<file path="src/rtl/core/pidl_pkg.sv">
// Package with the types and constants of the positional insert/delete list.
`default_nettype none

package pidl_pkg;

    localparam int unsigned DEPTH_DEF = 64;
    localparam int unsigned OP_W      = 2;
    localparam int unsigned POS_W     = 7;
    localparam int unsigned DATA_W    = 32;
    localparam int unsigned ST_W      = 2;
    localparam int unsigned CNT_W     = 7;
    localparam int unsigned IDX_W     = 6;

    typedef enum logic [OP_W-1:0] {
        OP_INSERT = 2'd0,
        OP_DELETE = 2'd1,
        OP_READ   = 2'd2
    } t_opcode;

    typedef enum logic [ST_W-1:0] {
        ST_OK     = 2'd0,
        ST_BADPOS = 2'd1,
        ST_EMPTY  = 2'd2,
        ST_FULL   = 2'd3
    } t_status;

    typedef enum logic [2:0] {
        S_IDLE,
        S_INS_RD,
        S_INS_WR,
        S_DEL_RD,
        S_DEL_WR,
        S_OUT_RD,
        S_OUT_SEND,
        S_RESP
    } t_state;

    typedef struct packed {
        t_status            status;
        logic [CNT_W-1:0]   count;
        logic [IDX_W-1:0]   index;
        logic [DATA_W-1:0]  element;
        logic               last;
    } t_result;

endpackage

`default_nettype wire

</file>
<file path="src/rtl/core/pidl_in_if.sv">
// Input channel interface carrying one command beat.
`default_nettype none

interface pidl_in_if;
    import pidl_pkg::*;

    logic                     valid;
    logic                     ready;
    logic [OP_W-1:0]          opcode;
    logic [POS_W-1:0]         position;
    logic signed [DATA_W-1:0] value;

    modport source (output valid, input ready, output opcode, output position, output value);
    modport sink   (input valid, output ready, input opcode, input position, input value);
endinterface

`default_nettype wire

</file>
<file path="src/rtl/core/pidl_out_if.sv">
// Output channel interface carrying one result beat.
`default_nettype none

interface pidl_out_if;
    import pidl_pkg::*;

    logic                     valid;
    logic                     ready;
    logic [ST_W-1:0]          status;
    logic [CNT_W-1:0]         count;
    logic [IDX_W-1:0]         index;
    logic signed [DATA_W-1:0] element;
    logic                     last;

    modport source (output valid, input ready, output status, output count,
                    output index, output element, output last);
    modport sink   (input valid, output ready, input status, input count,
                    input index, input element, input last);
endinterface

`default_nettype wire

</file>
<file path="src/rtl/core/positional_insert_delete_list.sv">
// Top level of the positional insert/delete list with its entry memory and sequencer.
//
//   Channel   Direction   Beat contents
//   i_in      in          opcode, position, value
//   o_out     out         status, count, index, element, last
//
// Insert moves each entry at or above position up one place, reading and then writing it,
// and then writes the value; delete moves each entry above position down one place.
// A read-out reads and sends every entry in order; any other command goes to its result.
// The entry memory has one write port and one read port with a registered read.
// Reset clears the sequencer, the count and the output valid; the memory is not cleared.
// A stalled output holds the sequencer; a new command is taken while the last result waits.
`default_nettype none

module positional_insert_delete_list #(
    parameter int unsigned DEPTH = pidl_pkg::DEPTH_DEF
) (
    input  logic       i_clk,
    input  logic       i_rst_n,
    pidl_in_if.sink    i_in,
    pidl_out_if.source o_out
);
    import pidl_pkg::*;

    localparam int unsigned      AW        = (DEPTH > 1) ? $clog2(DEPTH) : 1;
    localparam logic [CNT_W-1:0] DEPTH_CNT = CNT_W'(DEPTH);

    t_state              r_state, n_state;
    logic [CNT_W-1:0]    r_count, n_count;
    logic [CNT_W-1:0]    r_idx, n_idx;
    logic [POS_W-1:0]    r_pos, n_pos;
    logic [DATA_W-1:0]   r_val, n_val;
    t_status             r_status, n_status;
    logic                r_out_valid, n_out_valid;
    t_result             r_out, n_out;

    logic [DATA_W-1:0]   r_mem [DEPTH];
    logic [DATA_W-1:0]   r_rdata;
    logic                mem_we;
    logic [AW-1:0]       mem_waddr;
    logic [AW-1:0]       mem_raddr;
    logic [DATA_W-1:0]   mem_wdata;

    logic [CNT_W-1:0]    idx_inc;
    logic [CNT_W-1:0]    idx_dec;
    logic                out_free;
    t_state              dec_next;
    t_status             dec_status;
    logic [CNT_W-1:0]    dec_idx;

    assign idx_inc  = r_idx + CNT_W'(1);
    assign idx_dec  = r_idx - CNT_W'(1);
    assign out_free = !r_out_valid || o_out.ready;

    assign i_in.ready    = (r_state == S_IDLE);
    assign o_out.valid   = r_out_valid;
    assign o_out.status  = r_out.status;
    assign o_out.count   = r_out.count;
    assign o_out.index   = r_out.index;
    assign o_out.element = r_out.element;
    assign o_out.last    = r_out.last;

    always_comb begin
        dec_next   = S_RESP;
        dec_status = ST_OK;
        dec_idx    = '0;
        case (t_opcode'(i_in.opcode))
            OP_INSERT: begin
                dec_idx = r_count;
                if (i_in.position > r_count) begin
                    dec_status = ST_BADPOS;
                end else if (r_count >= DEPTH_CNT) begin
                    dec_status = ST_FULL;
                end else begin
                    dec_next = S_INS_RD;
                end
            end
            OP_DELETE: begin
                dec_idx = i_in.position;
                if (r_count == '0) begin
                    dec_status = ST_EMPTY;
                end else if (i_in.position >= r_count) begin
                    dec_status = ST_BADPOS;
                end else begin
                    dec_next = S_DEL_RD;
                end
            end
            OP_READ: begin
                if (r_count == '0) begin
                    dec_status = ST_EMPTY;
                end else begin
                    dec_next = S_OUT_RD;
                end
            end
            default: begin
                dec_status = ST_OK;
            end
        endcase
    end

    always_comb begin
        n_state = r_state;
        case (r_state)
            S_IDLE: begin
                if (i_in.valid) begin
                    n_state = dec_next;
                end
            end
            S_INS_RD: begin
                n_state = (r_idx == r_pos) ? S_RESP : S_INS_WR;
            end
            S_INS_WR: begin
                n_state = S_INS_RD;
            end
            S_DEL_RD: begin
                n_state = (idx_inc < r_count) ? S_DEL_WR : S_RESP;
            end
            S_DEL_WR: begin
                n_state = S_DEL_RD;
            end
            S_OUT_RD: begin
                n_state = S_OUT_SEND;
            end
            S_OUT_SEND: begin
                if (out_free) begin
                    n_state = (idx_inc == r_count) ? S_IDLE : S_OUT_RD;
                end
            end
            S_RESP: begin
                if (out_free) begin
                    n_state = S_IDLE;
                end
            end
            default: begin
                n_state = S_IDLE;
            end
        endcase
    end

    always_comb begin
        n_count     = r_count;
        n_idx       = r_idx;
        n_pos       = r_pos;
        n_val       = r_val;
        n_status    = r_status;
        n_out_valid = r_out_valid;
        n_out       = r_out;
        mem_we      = 1'b0;
        mem_waddr   = r_idx[AW-1:0];
        mem_wdata   = r_rdata;
        mem_raddr   = r_idx[AW-1:0];

        if (r_out_valid && o_out.ready) begin
            n_out_valid = 1'b0;
        end

        case (r_state)
            S_IDLE: begin
                if (i_in.valid) begin
                    n_pos    = i_in.position;
                    n_val    = i_in.value;
                    n_idx    = dec_idx;
                    n_status = dec_status;
                end
            end
            S_INS_RD: begin
                if (r_idx == r_pos) begin
                    mem_we    = 1'b1;
                    mem_waddr = r_pos[AW-1:0];
                    mem_wdata = r_val;
                    n_count   = r_count + CNT_W'(1);
                end else begin
                    mem_raddr = idx_dec[AW-1:0];
                end
            end
            S_INS_WR: begin
                mem_we = 1'b1;
                n_idx  = idx_dec;
            end
            S_DEL_RD: begin
                if (idx_inc < r_count) begin
                    mem_raddr = idx_inc[AW-1:0];
                end else begin
                    n_count = r_count - CNT_W'(1);
                end
            end
            S_DEL_WR: begin
                mem_we = 1'b1;
                n_idx  = idx_inc;
            end
            S_OUT_RD: begin
                mem_raddr = r_idx[AW-1:0];
            end
            S_OUT_SEND: begin
                if (out_free) begin
                    n_out_valid   = 1'b1;
                    n_out.status  = ST_OK;
                    n_out.count   = r_count;
                    n_out.index   = r_idx[IDX_W-1:0];
                    n_out.element = r_rdata;
                    n_out.last    = (idx_inc == r_count);
                    n_idx         = idx_inc;
                end
            end
            S_RESP: begin
                if (out_free) begin
                    n_out_valid   = 1'b1;
                    n_out.status  = r_status;
                    n_out.count   = r_count;
                    n_out.index   = '0;
                    n_out.element = '0;
                    n_out.last    = 1'b1;
                end
            end
            default: begin
                n_out_valid = r_out_valid;
            end
        endcase
    end

    always_ff @(posedge i_clk) begin
        if (!i_rst_n) begin
            r_state     <= S_IDLE;
            r_count     <= '0;
            r_out_valid <= 1'b0;
        end else begin
            r_state     <= n_state;
            r_count     <= n_count;
            r_out_valid <= n_out_valid;
        end
    end

    always_ff @(posedge i_clk) begin
        r_idx    <= n_idx;
        r_pos    <= n_pos;
        r_val    <= n_val;
        r_status <= n_status;
        r_out    <= n_out;
    end

    always_ff @(posedge i_clk) begin
        if (mem_we) begin
            r_mem[mem_waddr] <= mem_wdata;
        end
        r_rdata <= r_mem[mem_raddr];
    end

endmodule

`default_nettype wire

</file>
<file path="src/flat_wrapper.sv">
// flat-port wrapper written by rule: the top's interface ports become plain ports
module positional_insert_delete_list_flat import pidl_pkg::*;
#(
    parameter int unsigned DEPTH = pidl_pkg::DEPTH_DEF
)
  (i_clk, i_rst_n, i_in_valid, i_in_ready, i_in_opcode, i_in_position, i_in_value, o_out_valid, o_out_ready, o_out_status, o_out_count, o_out_index, o_out_element, o_out_last);
  pidl_in_if i_in_i ();
  pidl_out_if o_out_i ();
  input  logic i_clk;
  input  logic i_rst_n;
  input wire logic [$bits(i_in_i.valid)-1:0] i_in_valid;
  output wire logic [$bits(i_in_i.ready)-1:0] i_in_ready;
  input wire logic [$bits(i_in_i.opcode)-1:0] i_in_opcode;
  input wire logic [$bits(i_in_i.position)-1:0] i_in_position;
  input wire logic [$bits(i_in_i.value)-1:0] i_in_value;
  output wire logic [$bits(o_out_i.valid)-1:0] o_out_valid;
  input wire logic [$bits(o_out_i.ready)-1:0] o_out_ready;
  output wire logic [$bits(o_out_i.status)-1:0] o_out_status;
  output wire logic [$bits(o_out_i.count)-1:0] o_out_count;
  output wire logic [$bits(o_out_i.index)-1:0] o_out_index;
  output wire logic [$bits(o_out_i.element)-1:0] o_out_element;
  output wire logic [$bits(o_out_i.last)-1:0] o_out_last;
  assign i_in_i.valid = i_in_valid;
  assign i_in_ready = i_in_i.ready;
  assign i_in_i.opcode = i_in_opcode;
  assign i_in_i.position = i_in_position;
  assign i_in_i.value = i_in_value;
  assign o_out_valid = o_out_i.valid;
  assign o_out_i.ready = o_out_ready;
  assign o_out_status = o_out_i.status;
  assign o_out_count = o_out_i.count;
  assign o_out_index = o_out_i.index;
  assign o_out_element = o_out_i.element;
  assign o_out_last = o_out_i.last;
  positional_insert_delete_list #(.DEPTH(DEPTH)) u_core (.i_clk(i_clk), .i_rst_n(i_rst_n), .i_in(i_in_i), .o_out(o_out_i));
endmodule
</file>
<file path="config.mk">
export PLATFORM = sky130hd
export DESIGN_NAME = positional_insert_delete_list_flat
export DESIGN_NICKNAME = d
export VERILOG_FILES = /design/src/rtl/core/pidl_pkg.sv /design/src/rtl/core/pidl_in_if.sv /design/src/rtl/core/pidl_out_if.sv /design/src/rtl/core/positional_insert_delete_list.sv /design/src/flat_wrapper.sv
export SDC_FILE = /design/constraint.sdc
export NUM_CORES = 2
export LEC_CHECK = 0
export BUFFER_PORTS_ARGS = -buffer_cell sky130_fd_sc_hd__buf_2
export CAP_MARGIN = 25
export CORE_MARGIN = 2
export CORE_UTILIZATION = 60
export CTS_BUF_LIST = sky130_fd_sc_hd__clkbuf_4 sky130_fd_sc_hd__clkbuf_8 sky130_fd_sc_hd__clkbuf_16
export DETAILED_ROUTE_END_ITERATION = 10
export HOLD_SLACK_MARGIN = 0.06
export MAX_ROUTING_LAYER = met4
export PLACE_DENSITY_LB_ADDON = 0.12
export SYNTH_ARGS = -nofsm -noshare
export SYNTH_HDL_FRONTEND = slang
export SYNTH_SLANG_ARGS = --single-unit
</file>
<file path="constraint.sdc">
create_clock -name i_clk -period 9.68 [get_ports i_clk]
set_input_delay 1.452 -clock i_clk [delete_from_list [all_inputs] [get_ports i_clk]]
set_output_delay 1.452 -clock i_clk [all_outputs]
set_load 0.05 [all_outputs]
</file>
---- After elaboration in Yosys (flattened, before gate mapping) ----
Memory sizes are Yosys's and may differ from the RTL's. A register that Yosys moved wholly into a read port is not among the register bits.
Cells that the tools add are included.
operators by class
  add/subtract/negate cells ............... 4
  order comparisons ....................... 4
  equal/unequal tests ..................... 16
  mux-type cells .......................... 43
  reductions and logical operators ........ 16
operators by type and width
  operator                                                   count
  two-way mux 48 bit                                         2
  case mux 48 bit (2 select lines)                           1
  two-way mux 32 bit                                         2
  two-way mux 7 bit                                          4
  case mux 7 bit (2 select lines)                            2
  case mux 7 bit (4 select lines)                            1
  two-way mux 3 bit                                          9
  two-way mux 6 bit                                          4
  case mux 3 bit (8 select lines)                            1
  adder 7 x 1 -> 7 bit (second input constant)               2
  equality test 7 bit                                        2
  subtractor 7 x 1 -> 7 bit (second input constant)          2
  equality test 3 bit (second input constant)                4
  two-way mux 2 bit                                          6
  case mux 6 bit (2 select lines)                            1
  AND reduction 3 bit                                        4
  case mux 3 bit (3 select lines)                            1
  greater-or-equal comparator 7 bit                          1
  greater-or-equal comparator 7 bit (second input constant)  1
  greater-than comparator 7 bit                              1
  zero test 7 bit                                            1
  < comparator 7 bit                                         1
  two-way mux 1 bit                                          7
  equality test 3 x 2 -> 1 bit (second input constant)       2
  16 further kinds                                           21
word-level totals
  flip-flop bits (word level) ............. 107
  RAM bits ................................ 2048
  input bits .............................. 45
  output and inout port bits .............. 50
  logic and storage cells ................. 96
  memories ................................ 1
memories
  name          words  width  read ports  clocked after Yosys merged registers in  wr ports  line                                 text
  u_core.r_mem  64     32     1           1                                        1         positional_insert_delete_list.sv:37  logic [DATA_W-1:0] r_mem [DEPTH];

---- Logic depth before layout (Yosys ltp) ----
  depth after elaboration ................. 6
  mapped depth ............................ 20
  gate-level depth less buffers ........... 15

---- Worst setup path before layout ----
Ideal clock, no wire load.
  kind .................................... register -> register
  start point ............................. register u_core.r_idx[3]
  end point ............................... register u_core.r_rdata[14], read port of u_core.r_mem
  library setup time ...................... 0.135 ns
  arrival ................................. 4.034 ns
  required time ........................... 9.545 ns
  path slack .............................. 5.511 ns
  stages on the path, launching flop included .. 19
  path buffers ............................ 4
  clock period less this slack ............ 4.169 ns
  cells stage by stage .................... edfxtp_1 buf_6 clkbuf_1 nand3_1 nor2_1 xor2_1 ha_1 a21oi_1 nand3_1 nor3_2 o21ai_4 nand2_4 buf_2 buf_2 mux4_2 a32oi_1 nand3_1 nor4_1 o211ai_1
between the ends
  word-level cells in the longest chain between the ends .. 4
  elaborated cells between the ends (all ways) .. 7
  classes of those cells .................. 2 x add/sub; 1 x order compare; 1 x eq/ne; 3 x mux
RTL lines
  element                            line                                  text
  from (decl)                        positional_insert_delete_list.sv:30   logic [CNT_W-1:0] r_idx, n_idx;
  from (signal assigned)             positional_insert_delete_list.sv:234  r_idx <= n_idx;
  adder 7 x 1 -> 7 bit               positional_insert_delete_list.sv:51   assign idx_inc = r_idx + CNT_W'(1);
  < comparator 7 bit                 positional_insert_delete_list.sv:181  if (idx_inc < r_count) begin
  two-way mux 6 bit                  positional_insert_delete_list.sv:181
  case mux 6 bit (2 select lines) *  positional_insert_delete_list.sv:157  case (r_state)
  to (decl)                          positional_insert_delete_list.sv:38   logic [DATA_W-1:0] r_rdata;
Mark *: on every way between the ends. The rest lies on a longest branch, timed or not.
A chain may end at the register's enable or synchronous reset.

---- Worst setup path in the final report ----
  start point ............................. register u_core.r_idx[3]
  end point ............................... register u_core.r_rdata[6], read port of u_core.r_mem
Same word-level chain as after synthesis.

==> impl_metrics.yaml <==
pwr:
  powerDensity_nw_per_um2: 329.9
  vdd.ir_drop.worst_v: 0.0005121
  total_leakage_power_nw: 32.09
  p_total_mw: 31.80
logic_synthesis:
  synthMuxAreaShare_pct: 4.798
  yosys.area_share.adder_pct: 0.3289
  yosysWarnings: 0
  synth_fp_nets: 5524
  synth_top_family_by_area: "simple AND/OR/NAND/NOR gates"
  syn_area_um2: 85980
  synthCells: 5457
  synthArstFlopShare_pct: 0
  synth_top_cell_area_share_pct: 74.88
  synth_edf_count: 2144
  yosysSeqAreaShare_pct: 75.88
  synth.avg_cell_area_um2: 15.76
  synth_xor_area_share_pct: 0.3347
  yosys.area.top_type: "edfxtp_1"
  ys_seq_elements: 2187
  ys_top_cells_by_area: "edfxtp_1, nand2_1, mux4_2"
  synth_cell_type_count: 85
  yosys.area_share.simple_pct: 10.42
  ys.flop_type: "edfxtp_1"
  synth-compound-area-share_pct: 6.111
setup_path:
  rr_endpoint: "u_core.r_rdata[6]"
  worstRegToRegCells: 17
  setup.worst_path.start_class: "flop"
  crit_start: "u_core.r_idx[3]"
  required_ns: 10.44
  cp_max_fo: 20
  cp-end-kind: "flop"
  rr_startpoint: "u_core.r_idx[3]"
  r2r_setup_slack_ns: 2.92
  crit_type: "flop to flop"
  crit_path_end: "u_core.r_rdata[6]"
  cp_data_arrival_time_ns: 7.52
clock_network:
  cts_resized: 0
  cts-hold-fix-buffers: 0
  cts_inserted_buffers: 211
  cts.sinks: 2187
  insertion_delay_ns: 0.86
  clock-root-buffer: "clkbuf_16"
  postCtsSetupRepairBufs: 0
  htree_levels: 4
  cts_buffer_depth: 3
  clk_pin_slew_ns: 0.06
  cts_tree: "done"
floorplan:
  fp.dieArea_um2: 146300
  dieHeight_um: 382.5
  core_region_area_um2: 141900
  rows: 138
  die_w_um: 382.5
  ios: 95
  start_util_pct: 60.58
drt:
  via_per_inst: 6.867
  vias: 52610
  drc: 0
  totalWireLength_um: 256500
  drt-initial-drc-count: 9924
  firstDrtPassIters: 5
  antenna_left: 0
  wire_per_inst_um: 33.48
timing:
  slew_headroom_pct: 16.48
  fmax_mhz: 148.0
  fin_crit_ns: 6.757
  setup_viol: 0
  setup_tns_ns: 0
  skew_ns: 0.03513
  rsz0062_at_grt: "no"
  hold_viol: 0
  worst_pin_slew_ns: 1.240
  drv_slew: 0
  period_share_pct: 69.81
global_route:
  grt-ovfl-total: 0
  grt.total_usage_pct: 36.08
  antenna_found_initial: 13
  grt_max_degree: 140
  grt_pass1_vias: 49290
  grt_first_pass_wirelength_um: 363100
final_layout:
  multi_input_area_um2: 19550
  fin_nets: 5640
  fillers: 9379
  fin_area_um2: 96380
  drive_gt1_share_pct: 16.09
  seqCellArea_um2: 65240
  area_growth_pct: 12.10
hold_path:
  hold_class: "flop to flop"
place:
  place_area_um2: 89180
  io_buffers: 94
  hpwl_um: 139500
  gp_congestion: 0.9058
run_status:
  status: "completed"
flow_run:
  max_cap_violations: 0
-- how the worst min path moves through the flow --
stage / startpoint / endpoint / slack [ns] / cells after the start
5_1_grt: u_core.r_count[2] / u_core.o_out.count[2] / 0.56 / 0
3_3_place_gp: u_core.r_status[1] / u_core.o_out.status[1] / 0.53 / 2
2_1_floorplan: u_core.r_count[6] / u_core.o_out.count[6] / 0.41 / 0
4_1_cts: u_core.r_count[2] / u_core.o_out.count[2] / 0.54 / 0
3_5_place_dp: u_core.r_count[2] / u_core.o_out.count[2] / 0.53 / 0
6_report: u_core.r_count[2] / u_core.o_out.count[2] / 0.54 / 0
-- cells by family (layout without fill, tap and decap cells) --
family / after synthesis / after routing
muxes: 205 / 205
AOI/OAI and AO/OA: 700 / 700
other: 0 / 16
DFF: 2187 / 2187
and+or+nand+nor: 1932 / 1932
buffers and inverters: 385 / 683
adders and majority gates: 22 / 22
xor gates and xnor gates: 26 / 26
-- worst max-delay path, stage by stage, from the launching register on --
cell and delay (ns):
edfxtp_1 0.83, nand3_1 0.80, nor2_1 0.33, xor2_1 0.24
ha_1 0.32, a21oi_1 0.19, nand3_1 0.13, nor3_2 0.45
mux2i_1 0.25, a211o_1 0.34, buf_4 0.26, nor3_4 0.52
buf_4 0.44, nand2_1 0.45, a311oi_1 0.61, nor4_1 0.16
buf_2 0.21, nand4_1 0.10
-- where the power goes --
part           total, mW  switching (mW)  internal, mW
combinational       11.1            8.00          3.14
clock               8.18            3.49          4.69
sequential          12.5           0.337          12.1
-- state kept, by name (all words and copies together) (netlist names), 7 cells and up --
signal	flops
u_core.r_mem	2048
u_core.r_idx	7
u_core.r_pos	7
u_core.r_val	32
u_core.o_out.count	7
u_core.r_rdata	32
u_core.o_out.element	32
u_core.r_count	7
-- layout by cell type, fill, tap and decap left out, types with 8 or more instances in the layout --
master / netlist / final
inv_6: 0 / 8
and4_1: 9 / 9
a311oi_1: 213 / 213
nand3_1: 228 / 226
diode_2: 0 / 16
edfxtp_1: 2144 / 2144
and2_1: 42 / 40
xnor2_1: 14 / 14
a2111oi_0: 20 / 18
buf_12: 0 / 33
buf_2: 174 / 95
or3_1: 12 / 12
mux2_2: 33 / 33
a31oi_1: 94 / 94
mux2i_1: 9 / 9
clkinv_2: 0 / 35
ha_1: 21 / 21
nand4_1: 62 / 62
bufinv_16: 0 / 15
nand2_1: 1134 / 1134
clkbuf_16: 0 / 218
a211oi_1: 147 / 146
nor2_4: 0 / 67
a21oi_1: 92 / 92
buf_4: 21 / 140
clkinv_1: 0 / 56
o21ai_0: 27 / 27
clkbuf_4: 0 / 51
nor2_1: 97 / 30
inv_1: 18 / 18
a32oi_1: 10 / 10
dfxtp_1: 43 / 43
nor2b_1: 11 / 11
a22oi_1: 37 / 37
and3_1: 257 / 257
mux4_2: 162 / 162
-- area by class of cell --
| type | instances | area share, % |
|---|---|---|
| timing repair buffer | 270 | 2.296 |
| clock inverter | 121 | 1.036 |
| clock buffer | 274 | 6.129 |
| multi-input combinational | 2885 | 20.28 |
| sequential | 2187 | 67.69 |
| inverter | 18 | 0.07010 |
| tap | 1890 | 2.454 |
| antenna | 16 | 0.04154 |
-- synthesized netlist by cell type, types with 7 or more instances --
cell type and count:
o21ai_0 27, a2111oi_0 20, mux4_2 162, nor2b_1 11
nand3_1 228, mux2i_1 9, buf_2 174, nand2_1 1134
nor4_1 9, a32oi_1 10, ha_1 21, a211oi_1 147
and4_1 9, dfxtp_1 43, a311oi_1 213, buf_6 11
mux2_2 33, nor3_1 7, or2_2 7, a22oi_1 37
edfxtp_1 2144, xor2_1 7, a31oi_1 94, and2_1 42
o21a_1 7, inv_1 18, xnor2_1 14, clkbuf_1 136
or4_1 7, a21oi_1 92, buf_1 25, and3_1 257
buf_4 21, or3_1 12, nand4_1 62, nor2_1 97
-- metal layers --
layer  vias up  GRT usage, %  routed length [µm]
met5         -             -                   0
met4         0         12.06                8831
met3       534         10.37               38960
met2      3966         50.88              113500
met1     26590         51.05               95200
li1      21520             -                   -
-- metrics by stage --
stage                     instances  utilization, %  hold slack [ns]  setup WS, ns
after floorplan                5457               -           0.4064         5.511
after global placement         7229           62.75           0.5308         2.680
after detailed placement       7236           62.84           0.5344         3.054
after CTS                      7631           67.70           0.5443         3.020
after global routing           7658           67.90           0.5634         2.607
final                          7661           67.91           0.5430         2.923
(Power assumes the default switching activity.)
